**src/hw/rtl/kre_pkg.sv**
```systemverilog
// shared constants and types of the keyboard report to key events block
package kre_pkg;

	// field widths
	localparam int KEY_W      = 8;
	localparam int MOD_W      = 8;
	localparam int S_DATA_W   = 56;
	localparam int M_DATA_W   = 32;

	// slots carried by one input report, and default slot count
	localparam int INPUT_SLOTS   = 6;
	localparam int KEY_SLOTS_DEF = 6;

	// special usages
	localparam logic [KEY_W-1:0] ROLLOVER_CODE  = 8'h01;
	localparam logic [KEY_W-1:0] CAPS_LOCK_CODE = 8'h39;

	// request kinds on the input side
	localparam logic FUNC_REPORT = 1'b0;
	localparam logic FUNC_RESET  = 1'b1;

	// event kinds on the output side
	localparam logic EVENT_RELEASE = 1'b0;
	localparam logic EVENT_PRESS   = 1'b1;

	// modifiers that travel with every event of one report
	typedef struct packed {
		logic [MOD_W-1:0] report_mods;
		logic [MOD_W-1:0] prev_mods;
	} kre_mods_t;

endpackage

```
**src/hw/rtl/kre_diff.sv**
```systemverilog
// compare of a new report against the held key slots, giving the event list
module kre_diff #(
	parameter int KEY_SLOTS = kre_pkg::KEY_SLOTS_DEF
) (
	input  logic                    func,
	input  logic [kre_pkg::KEY_W-1:0] in_keys   [kre_pkg::INPUT_SLOTS],
	input  logic [kre_pkg::KEY_W-1:0] old_keys  [KEY_SLOTS],
	input  logic                    caps_in,
	output logic [kre_pkg::KEY_W-1:0] next_keys [KEY_SLOTS],
	output logic                    next_caps,
	output logic [2*KEY_SLOTS-1:0]  ev_mask,
	output logic [kre_pkg::KEY_W-1:0] ev_key    [2*KEY_SLOTS],
	output logic [2*KEY_SLOTS-1:0]  ev_caps
);

	logic [kre_pkg::KEY_W-1:0] nk [KEY_SLOTS];
	logic                      rollover;
	logic                      active;

	// slots beyond the input fields read as empty
	for (genvar g = 0; g < KEY_SLOTS; g++) begin : g_slot
		if (g < kre_pkg::INPUT_SLOTS) begin : g_in
			assign nk[g] = in_keys[g];
		end else begin : g_zero
			assign nk[g] = '0;
		end
	end

	// rollover detect and events enabled only for a plain report
	always_comb begin
		rollover = 1'b0;
		for (int i = 0; i < KEY_SLOTS; i++) begin
			if (nk[i] == kre_pkg::ROLLOVER_CODE) rollover = 1'b1;
		end
		active = (func == kre_pkg::FUNC_REPORT) && !rollover;
	end

	// release and press candidates, caps lock toggles in press order
	always_comb begin
		logic found;
		logic acc;
		acc = caps_in;
		for (int i = 0; i < KEY_SLOTS; i++) begin
			found = 1'b0;
			for (int j = 0; j < KEY_SLOTS; j++) begin
				if (nk[j] == old_keys[i]) found = 1'b1;
			end
			ev_mask[i] = active && (old_keys[i] != '0) && !found;
			ev_key[i]  = old_keys[i];
			ev_caps[i] = caps_in;
		end
		for (int i = 0; i < KEY_SLOTS; i++) begin
			found = 1'b0;
			for (int j = 0; j < KEY_SLOTS; j++) begin
				if (old_keys[j] == nk[i]) found = 1'b1;
			end
			ev_mask[KEY_SLOTS+i] = active && (nk[i] != '0) && !found;
			if (ev_mask[KEY_SLOTS+i] && (nk[i] == kre_pkg::CAPS_LOCK_CODE)) acc = ~acc;
			ev_key[KEY_SLOTS+i]  = nk[i];
			ev_caps[KEY_SLOTS+i] = acc;
		end
		next_caps = acc;
	end

	// held slots after this request
	always_comb begin
		for (int i = 0; i < KEY_SLOTS; i++) begin
			next_keys[i] = active ? nk[i] : '0;
		end
	end

endmodule

```
**src/hw/rtl/kre_emit.sv**
```systemverilog
// event buffer that issues one event per unstalled cycle to an output register
module kre_emit #(
	parameter int KEY_SLOTS = kre_pkg::KEY_SLOTS_DEF
) (
	input  logic                       clk,
	input  logic                       arst_n,
	input  logic                       load,
	input  logic [2*KEY_SLOTS-1:0]     ev_mask,
	input  logic [kre_pkg::KEY_W-1:0]  ev_key [2*KEY_SLOTS],
	input  logic [2*KEY_SLOTS-1:0]     ev_caps,
	input  kre_pkg::kre_mods_t         mods,
	output logic                       free,
	output logic                       m_tvalid,
	input  logic                       m_tready,
	output logic [kre_pkg::M_DATA_W-1:0] m_tdata,
	output logic [0:0]                 m_tuser,
	output logic                       m_tlast
);

	localparam int EV_N = 2 * KEY_SLOTS;

	logic [EV_N-1:0]              mask_s1;
	logic [kre_pkg::KEY_W-1:0]    key_s1 [EV_N];
	logic [EV_N-1:0]              caps_s1;
	kre_pkg::kre_mods_t           mods_s1;

	logic                         m_valid_q;
	logic [kre_pkg::KEY_W-1:0]    key_q;
	logic                         kind_q;
	logic [kre_pkg::MOD_W-1:0]    rep_mods_q;
	logic [kre_pkg::MOD_W-1:0]    tr_mods_q;
	logic                         caps_q;
	logic                         last_q;

	logic                         pend;
	logic                         adv;
	logic [EV_N-1:0]              sel;
	logic                         last;
	logic [kre_pkg::KEY_W-1:0]    sel_key;
	logic                         sel_caps;
	logic                         sel_kind;

	// lowest pending event goes next: releases first, then presses
	always_comb begin
		pend = |mask_s1;
		sel  = mask_s1 & (~mask_s1 + EV_N'(1));
		last = (mask_s1 & ~sel) == '0;
		adv  = pend && (!m_valid_q || m_tready);
		free = !pend || (adv && last);
	end

	// one-hot pick of the chosen event
	always_comb begin
		sel_key  = '0;
		sel_caps = 1'b0;
		sel_kind = kre_pkg::EVENT_RELEASE;
		for (int i = 0; i < EV_N; i++) begin
			if (sel[i]) begin
				sel_key  = sel_key | key_s1[i];
				sel_caps = sel_caps | caps_s1[i];
				if (i >= KEY_SLOTS) sel_kind = kre_pkg::EVENT_PRESS;
			end
		end
	end

	// pending event mask
	always_ff @(posedge clk or negedge arst_n) begin
		if (!arst_n) begin
			mask_s1 <= '0;
		end else if (load) begin
			mask_s1 <= ev_mask;
		end else if (adv) begin
			mask_s1 <= mask_s1 & ~sel;
		end
	end

	// event payload of the buffered report
	always_ff @(posedge clk) begin
		if (load) begin
			key_s1  <= ev_key;
			caps_s1 <= ev_caps;
			mods_s1 <= mods;
		end
	end

	// output valid
	always_ff @(posedge clk or negedge arst_n) begin
		if (!arst_n) begin
			m_valid_q <= 1'b0;
		end else if (adv) begin
			m_valid_q <= 1'b1;
		end else if (m_tready) begin
			m_valid_q <= 1'b0;
		end
	end

	// output payload
	always_ff @(posedge clk) begin
		if (adv) begin
			key_q      <= sel_key;
			kind_q     <= sel_kind;
			rep_mods_q <= mods_s1.report_mods;
			tr_mods_q  <= (sel_kind == kre_pkg::EVENT_PRESS) ? mods_s1.report_mods
			                                                 : mods_s1.prev_mods;
			caps_q     <= sel_caps;
			last_q     <= last;
		end
	end

	assign m_tvalid   = m_valid_q;
	assign m_tdata    = {7'b0, caps_q, tr_mods_q, rep_mods_q, key_q};
	assign m_tuser[0] = kind_q;
	assign m_tlast    = last_q;

	// a new report enters only once the buffer is empty or draining its last event
	a_load_free: assert property (@(posedge clk) disable iff (!arst_n)
		load |-> (!pend || (adv && last)))
		else $error("report loaded over pending events");

	// the pending mask only loses bits between loads
	a_mask_shrinks: assert property (@(posedge clk) disable iff (!arst_n)
		!load |=> (mask_s1 & ~$past(mask_s1)) == '0)
		else $error("event mask gained bits without a load");

	// an issued event shows on the output with its end marker
	a_issue: assert property (@(posedge clk) disable iff (!arst_n)
		adv |=> (m_tvalid && (m_tlast == $past(last))))
		else $error("issued event not presented");

endmodule

```
**src/hw/rtl/keyboard_report_to_key_events.sv**
```systemverilog
// top level: held key state, report compare and event output
//
// Takes one request per accepted input beat: a keyboard report (tuser = 0) or a
// reset on connection change (tuser = 1). The report is compared against the
// held key slots in the cycle it is accepted, the held slots, modifiers and caps
// lock flag are updated at once, and the resulting events (releases in old slot
// order, then presses in new slot order) leave one per cycle through an output
// register while the output is not stalled. The event buffer holds the events
// of one report; the next report is taken in the same cycle the last event of
// the previous one moves to the output register. Reset requests, rollover
// reports and reports without changes give no events.
module keyboard_report_to_key_events #(
	parameter int KEY_SLOTS = kre_pkg::KEY_SLOTS_DEF
) (
	input  logic                          clk,
	input  logic                          arst_n,
	input  logic                          s_tvalid,
	output logic                          s_tready,
	// modifiers, key_slot_0 .. key_slot_5 from the lowest bit up
	input  logic [kre_pkg::S_DATA_W-1:0]  s_tdata,
	// func
	input  logic [0:0]                    s_tuser,
	output logic                          m_tvalid,
	input  logic                          m_tready,
	// keycode, report_modifiers, translate_modifiers, caps_state, zero fill
	output logic [kre_pkg::M_DATA_W-1:0]  m_tdata,
	// event_kind
	output logic [0:0]                    m_tuser,
	// last_event
	output logic                          m_tlast
);

	localparam int EV_N = 2 * KEY_SLOTS;

	logic [kre_pkg::KEY_W-1:0] in_keys    [kre_pkg::INPUT_SLOTS];
	logic [kre_pkg::MOD_W-1:0] in_mods;
	logic [kre_pkg::KEY_W-1:0] old_keys_q [KEY_SLOTS];
	logic [kre_pkg::MOD_W-1:0] old_mods_q;
	logic                      caps_lock_q;
	logic [kre_pkg::KEY_W-1:0] next_keys  [KEY_SLOTS];
	logic                      next_caps;
	logic [EV_N-1:0]           ev_mask;
	logic [kre_pkg::KEY_W-1:0] ev_key     [EV_N];
	logic [EV_N-1:0]           ev_caps;
	kre_pkg::kre_mods_t        mods;
	logic                      free;
	logic                      accept;

	// unpack the request
	assign in_mods = s_tdata[kre_pkg::MOD_W-1:0];
	for (genvar g = 0; g < kre_pkg::INPUT_SLOTS; g++) begin : g_unpack
		assign in_keys[g] = s_tdata[kre_pkg::MOD_W + g*kre_pkg::KEY_W +: kre_pkg::KEY_W];
	end

	assign s_tready = free;
	assign accept   = s_tvalid && s_tready;

	assign mods.report_mods = in_mods;
	assign mods.prev_mods   = old_mods_q;

	kre_diff #(
		.KEY_SLOTS (KEY_SLOTS)
	) u_diff (
		.func      (s_tuser[0]),
		.in_keys   (in_keys),
		.old_keys  (old_keys_q),
		.caps_in   (caps_lock_q),
		.next_keys (next_keys),
		.next_caps (next_caps),
		.ev_mask   (ev_mask),
		.ev_key    (ev_key),
		.ev_caps   (ev_caps)
	);

	// held key slots, modifiers and caps lock
	always_ff @(posedge clk or negedge arst_n) begin
		if (!arst_n) begin
			for (int i = 0; i < KEY_SLOTS; i++) old_keys_q[i] <= '0;
			old_mods_q  <= '0;
			caps_lock_q <= 1'b0;
		end else if (accept) begin
			old_keys_q  <= next_keys;
			old_mods_q  <= (s_tuser[0] == kre_pkg::FUNC_RESET) ? '0 : in_mods;
			caps_lock_q <= next_caps;
		end
	end

	kre_emit #(
		.KEY_SLOTS (KEY_SLOTS)
	) u_emit (
		.clk      (clk),
		.arst_n   (arst_n),
		.load     (accept),
		.ev_mask  (ev_mask),
		.ev_key   (ev_key),
		.ev_caps  (ev_caps),
		.mods     (mods),
		.free     (free),
		.m_tvalid (m_tvalid),
		.m_tready (m_tready),
		.m_tdata  (m_tdata),
		.m_tuser  (m_tuser),
		.m_tlast  (m_tlast)
	);

endmodule
```
**config.mk**
```make
export PLATFORM = sky130hd
export DESIGN_NAME = keyboard_report_to_key_events
export DESIGN_NICKNAME = d
export VERILOG_FILES = /design/src/hw/rtl/kre_pkg.sv /design/src/hw/rtl/kre_diff.sv /design/src/hw/rtl/kre_emit.sv /design/src/hw/rtl/keyboard_report_to_key_events.sv
export SDC_FILE = /design/constraint.sdc
export NUM_CORES = 1
export LEC_CHECK = 0
export ABC_AREA = 1
export ABC_CLOCK_PERIOD_IN_PS = 4300
export BUFFER_PORTS_ARGS = -buffer_cell sky130_fd_sc_hd__buf_2
export CAP_MARGIN = 20
export CORE_MARGIN = 4
export CORE_UTILIZATION = 50
export DETAILED_ROUTE_END_ITERATION = 8
export PLACE_DENSITY = 0.68
export SYNTH_ARGS = -nofsm -noshare
export SYNTH_HDL_FRONTEND = slang
export SYNTH_SLANG_ARGS = --single-unit
```
**constraint.sdc**
```tcl
create_clock -name clk -period 4.3 [get_ports clk]
set_input_delay 0.86 -clock clk [delete_from_list [all_inputs] [get_ports clk]]
set_output_delay 0.86 -clock clk [all_outputs]
set_load 0.01 [all_outputs]
```
== Yosys cells after proc, flatten, opt, wreduce, memory -nomap -nowiden ==
Index checks and enable logic that the tools add are counted.
Storage, ports and cells
  logic and storage cells: 342
  register bits: 221
Operators by class
  equality and inequality tests: 84
  add/sub/neg operators: 1
  bitwise gates (word level): 33
  reductions and logical operators: 67
  multiplexer cells: 126
Operator list (number)
  $eq 8x8->1: 72
  $mux 8: 20
  $mux 1: 104
  $reduce_bool 8->1: 12
  $or 8x8->8: 11
  $eq 8x1->1 const B: 6
  $eq 8x6->1 const B: 6
  $logic_and 1x1->1: 34
  $and 12x12->12: 2
  $mux 12: 2
  $not 12->12: 2
  $logic_not 1->1: 15
  $add 12x1->12 const B: 1
  $logic_not 12->1: 1
  $reduce_or 12->1: 1
  $or 1x1->1: 11
  $not 1->1: 7
  $reduce_bool 2->1: 2
  $logic_or 1x1->1: 2

== Longest topological paths before layout ==
  word-level depth: 26
  mapped depth: 21
  mapped depth without buffers: 19

== Modules after synthesis ==
A second synthesis with hierarchy kept.
Unflattened totals
  cells, all modules: 1837
  area, all modules: 14980.6 um^2
Modules (own cells, without submodules)
  kre_emit: area an instance 6436.2 um^2, sequential area each 4859.7 um^2, cells an instance 516, times used 1
  kre_diff: area an instance 6316.1 um^2, sequential area each 0.0 um^2, cells an instance 1062, times used 1
  keyboard_report_to_key_events: area an instance 2228.4 um^2, sequential area each 1426.4 um^2, cells an instance 259, times used 1

== Worst setup path after synthesis ==
OpenSTA, ideal clock, no wires.
  path type: register to register
  start: reg u_emit.mask_s1[2]
  end: reg u_emit.mask_s1[1]
  setup time: 0.122 ns
  setup slack: 0.959 ns
  arrival: 3.218 ns
  cell stages (with the launch flop): 20
  data required time: 4.178 ns
  cells stage by stage: dfrtp_1 -> clkbuf_1 -> inv_1 -> nand2_2 -> nor2_4 -> nand2_2 -> nor2_4 -> nand2_2 -> nor2_4 -> nand3_2 -> nor2_1 -> buf_4 -> inv_2 -> nor2_2 -> nor2_1 -> inv_1 -> nand2_1 -> inv_1 -> a21oi_1 -> a21oi_1
Between the ends
  elaborated cells on any way between the ends: 14
RTL lines
  start, declared: RTL line kre_emit.sv:22  | logic [EV_N-1:0] mask_s1;
  start signal, assigned: RTL line kre_emit.sv:71  | mask_s1 <= ev_mask;
  start signal, assigned: RTL line kre_emit.sv:73  | mask_s1 <= mask_s1 & ~sel;
  $reduce_or 12->1 *: RTL line kre_emit.sv:45  | pend = |mask_s1;
  $logic_and 1x1->1 *: RTL line kre_emit.sv:48  | adv = pend && (!m_valid_q || m_tready);
  named net u_emit.adv: RTL line kre_emit.sv:36  | logic adv;
  $logic_and 1x1->1: RTL line kre_emit.sv:49  | free = !pend || (adv && last);
  $logic_or 1x1->1: RTL line kre_emit.sv:49
  $logic_and 1x1->1: RTL line keyboard_report_to_key_events.sv:56  | assign accept = s_tvalid && s_tready;
  $mux 12 or $reduce_bool 2->1 (tied branches)
Mark *: on every way through the listed nets, which the timed path passes. The rest lies on a longest branch.
A chain may end at the register's enable or synchronous reset.

== Worst setup path after layout ==
  start: reg u_emit.mask_s1[2]
  end: out s_tready
Between the ends
  word-level cells in the longest chain between the ends: 8
  elaborated cells on any way between the ends: 11
RTL lines
  $not 12->12: RTL line kre_emit.sv:46  | sel = mask_s1 & (~mask_s1 + EV_N'(1));
  $add 12x1->12: RTL line kre_emit.sv:46
  $and 12x12->12: RTL line kre_emit.sv:46
  $not 12->12: RTL line kre_emit.sv:47  | last = (mask_s1 & ~sel) == '0;
  $and 12x12->12 *: RTL line kre_emit.sv:47
  $logic_not 12->1 *: RTL line kre_emit.sv:47
  named net u_emit.last: RTL line kre_emit.sv:38  | logic last;
  $logic_and 1x1->1 *: RTL line kre_emit.sv:49
  $logic_or 1x1->1 *: RTL line kre_emit.sv:49
  end, declared: RTL line keyboard_report_to_key_events.sv:18  | output logic s_tready,
Marks and branches as above.

==> impl_results.md <==
* Final setup viols at 0
* Compound-Gate Fraction of Synth Area at 0.05520
* Final HPWL DP at 42430 um
* Sw Share at 0.4643
* RSZ-0062 raised after global routing: no
* Worst Tran Pin Value at about 0.85 ns
* Worst R2R Start: u_emit.mask_s1[2]
* Synth Area in Simple Gates at 0.2898
* Largest family of logic cells by synthesized area: simple AND/OR/NAND/NOR gates
* Io pins at 97
* Initial DRC count at about 1.8k
* Pin count of the biggest net entering global routing at 80
* Port bufs at ~90
* Min Tclk post-route at 4.039 ns
* Setup tns final at 0 ns
* Hold Crit Class: input port to async pin
* CP arrival at 3.18 ns
* RePlAce Congestion at ~1.0
* Flop-to-flop setup slack at 0.58 ns
* Skew final at ~0.017 ns
* Antenna violations before repair at 1
* Worst flop-to-flop path endpoint: old_mods_q[4]
* Vias in the first global route at between 10k and 15k
* Sequential fraction of the synthesis area at 0.4675
* Distinct cells, synth at 42
* Initial Utilization at 0.5065
* Antenna viol nets, final at 0
* Leading area contributor after synthesis: edfxtp_1
* Post-Synthesis Cells at 1615
* Layout Nets at 1714
* H-tree Lvls at 1
* Outcome: complete, no violations
* Cell leakage power at 6.232 nW
* Synth Warn # at 0
* Post-route clock period utilization at 0.9393
* Synth-to-Final Area Change at 11.32%
* Post-CTS Hold Fix Bufs at 0
* Deepest clock path buffer count at 3
* Grt ovf at 0
* Pins Over Slew Limit at 0
* Die area at around 0.029 mm^2
* CP Capture Type: output port
* Setup Buffers After CTS at 0
* Int Pwr at between 6 and 7 mW
* Most common cell in the synthesized netlist: nand2_1
* Max-Cap Viols at 0
* Post-synth top flop: edfxtp_1
* Post-Synth XOR/XNOR Area at 0.09542
* Number of synthesized register bits at 216
* Sequential share of power at 0.387
* Number of core rows at 59
* Max VDD drop at 753.7 uV
* Total track usage at 0.3798
* Reg2reg path depth at 16
* Die W at about 170 um
* Number of fill cells at between 2k and 2.5k
* CTS tree: built
* Global-route wire length before repair at between 70000 and 80000 um
* Crit-path max FO at 10
* Share of the synthesized area in the top cell type at 0.3340
* Share of cells above drive strength 1 at 0.1198
* Via/cell ratio at 6.154
* Setup ws final at 0.2612 ns
* Routed WL at 55750 um
* Commonest cells post-synth: nand2_1, edfxtp_1, nand3_1
* Synth area leaders: edfxtp_1, dfrtp_1, nand2_1, nand3_1, xnor2_1
* Core Area at 0.02591 mm^2
* Clock Power Share at 0.185
* Worst-Skew Late Latency at ~0.54 ns
* Max Freq at 247.6 MHz
* CTS Sinks at approximately 220
* Total power per unit cell area at 767.4 mW/mm^2
* Post-synth EDFFs at 146
* Comb pwr share at 0.427
* Remaining DRCs at 0
* Total iterations of the first detailed-routing run at 6
* Mux cell area share after synthesis at 0.006864
* Sw power at ~5.2 mW
* Place WS at around 0.56 ns
* DR vias at 12.34k
* Wire per inst at between 20 and 30 um
* Syn Std Cell Area at between 0.01 and 0.015 mm^2
* Ys async rst share at 0.3241
* Startpoint types: flop
* Syn avg cell area at 8.127 um^2
* Worst Setup Path Type: flop to output port
* CTS root buf: clkbuf_16
* Num CTS Buffers at 24
* Adder-cell share of the synthesized area at 0
* Fin. Hold Viols at 0
* Slew headroom at 0.4330
* Chip height at roughly 170 um
* CP Data Required Time at about 3.4 ns
* Reg clk slew, reported paths at approximately 0.06 ns
==> through the flow <==
stage          cells  utilization  hold slack [ns]  power (mW)  area (um^2)
2_1_floorplan   1621            -           0.4204       6.958        13150
3_3_place_gp    1962       0.5333           0.4219       8.950        13820
3_5_place_dp    1962       0.5333           0.4298       8.971        13820
4_1_cts         2005       0.5637           0.4325       11.06        14610
5_1_grt         2005       0.5638           0.4483       11.72        14610
6_report        2006       0.5639           0.4148       11.21        14610
==> placed cells by master (no fill, tap or decap), types with 3 or more instances in the layout <==
master and n:
xor2_1 65, nand3_1 137, or4_1 3, clkbuf_16 24, conb_1 7, mux2_2 8
dfrtp_1 70, clkbuf_8 3, inv_2 3, nand2_1 464, clkbuf_1 6, nor2_4 4
buf_4 44, nand2_2 3, edfxtp_1 146, buf_12 4, inv_1 129, buf_2 88
nor2_2 3, o21ai_1 8, xnor2_1 78, clkinv_1 3, clkinv_2 3, clkinvlp_4 3
o21ai_0 76, nor2_1 90, nand4_1 99, nor3_1 22, a221oi_1 12, nor4_1 20
a21oi_1 20
==> sequential cells by signal, indices dropped and copies added (netlist names) <==
name	count
u_emit.key_s1	96
old_keys_q	48
u_emit.mods_s1	16
u_emit.mask_s1	12
old_mods_q	8
u_emit.key_q	8
u_emit.rep_mods_q	8
u_emit.tr_mods_q	8
u_emit.caps_s1	7
caps_lock_q	1
u_emit.caps_q	1
u_emit.m_tlast	1
u_emit.m_tuser	1
u_emit.m_tvalid	1
==> worst max-delay path by stage <==
stage | from | endpoint | slack (ns) | cells after the start
after floorplan | u_emit.mask_s1[2] | u_emit.mask_s1[1] | 0.96 | 19
after global placement | s_tdata[10] | u_emit.caps_s1[11] | 0.53 | 16
after detailed placement | s_tdata[10] | u_emit.caps_s1[11] | 0.56 | 16
after CTS | u_emit.mask_s1[2] | s_tready | 0.12 | 14
after global routing | u_emit.mask_s1[2] | s_tready | 0.06 | 14
final | u_emit.mask_s1[2] | s_tready | 0.26 | 14
==> power groups by stage <==
stage | Combinational [mW] | Sequential [mW] | Clock (mW)
floorplan | 3.34 | 3.61 | 0
global placement | 4.63 | 4.32 | 0
detailed placement | 4.64 | 4.33 | 0
CTS | 4.67 | 4.29 | 2.09
global route | 5.14 | 4.38 | 2.19
finish | 4.79 | 4.34 | 2.08
==> metal layers <==
layer	vias to the layer above	track usage	routed length, um
met5	-	0	0
met2	819	0.6128	25600
met3	138	0.06643	5916
li1	5441	-	-
met1	5946	0.5183	21670
met4	0	0.1389	2557
==> critical path: stages (launching register included) <==
cell and delay (ns):
dfrtp_1 0.57, inv_1 0.18, nand2_2 0.11, nor2_4 0.13, nand2_2 0.09, nor2_4 0.12, nand2_2 0.10, nor2_4 0.14
nand3_2 0.13, nor2_2 0.30, nor2_1 0.13, nor4_4 0.21, nand2_1 0.16, nand2_1 0.12, buf_2 0.14
==> layout make-up <==
cell class,instances,area (um^2),share of cell area
Timing Repair Buffer,136,850.8,0.05823
Antenna cell,1,2.502,0.0001713
Tap cell,335,419.2,0.02869
Inverter,135,506.7,0.03468
Sequential cell,216,6136,0.4199
Multi-Input combinational cell,1140,5909,0.4044
Clock buffer,33,664.4,0.04547
Clock inverter,10,122.6,0.008392
==> kinds of logic (layout without fill, tap and decap cells) <==
group | count (synthesis) | after routing
xor gates and xnor gates | 143 | 143
and+or+nand+nor | 855 | 855
other | 1 | 8
AOI/OAI and AO/OA | 127 | 127
buffers and inverters | 265 | 314
DFF | 216 | 216
muxes | 8 | 8
==> repair_timing <==
item,4_1_cts,5_1_grt
endpoints found under the setup margin,0,1
resized for setup,0,1
endpoints found under the hold margin,0,0
Power figures use the tool's default switching activity.
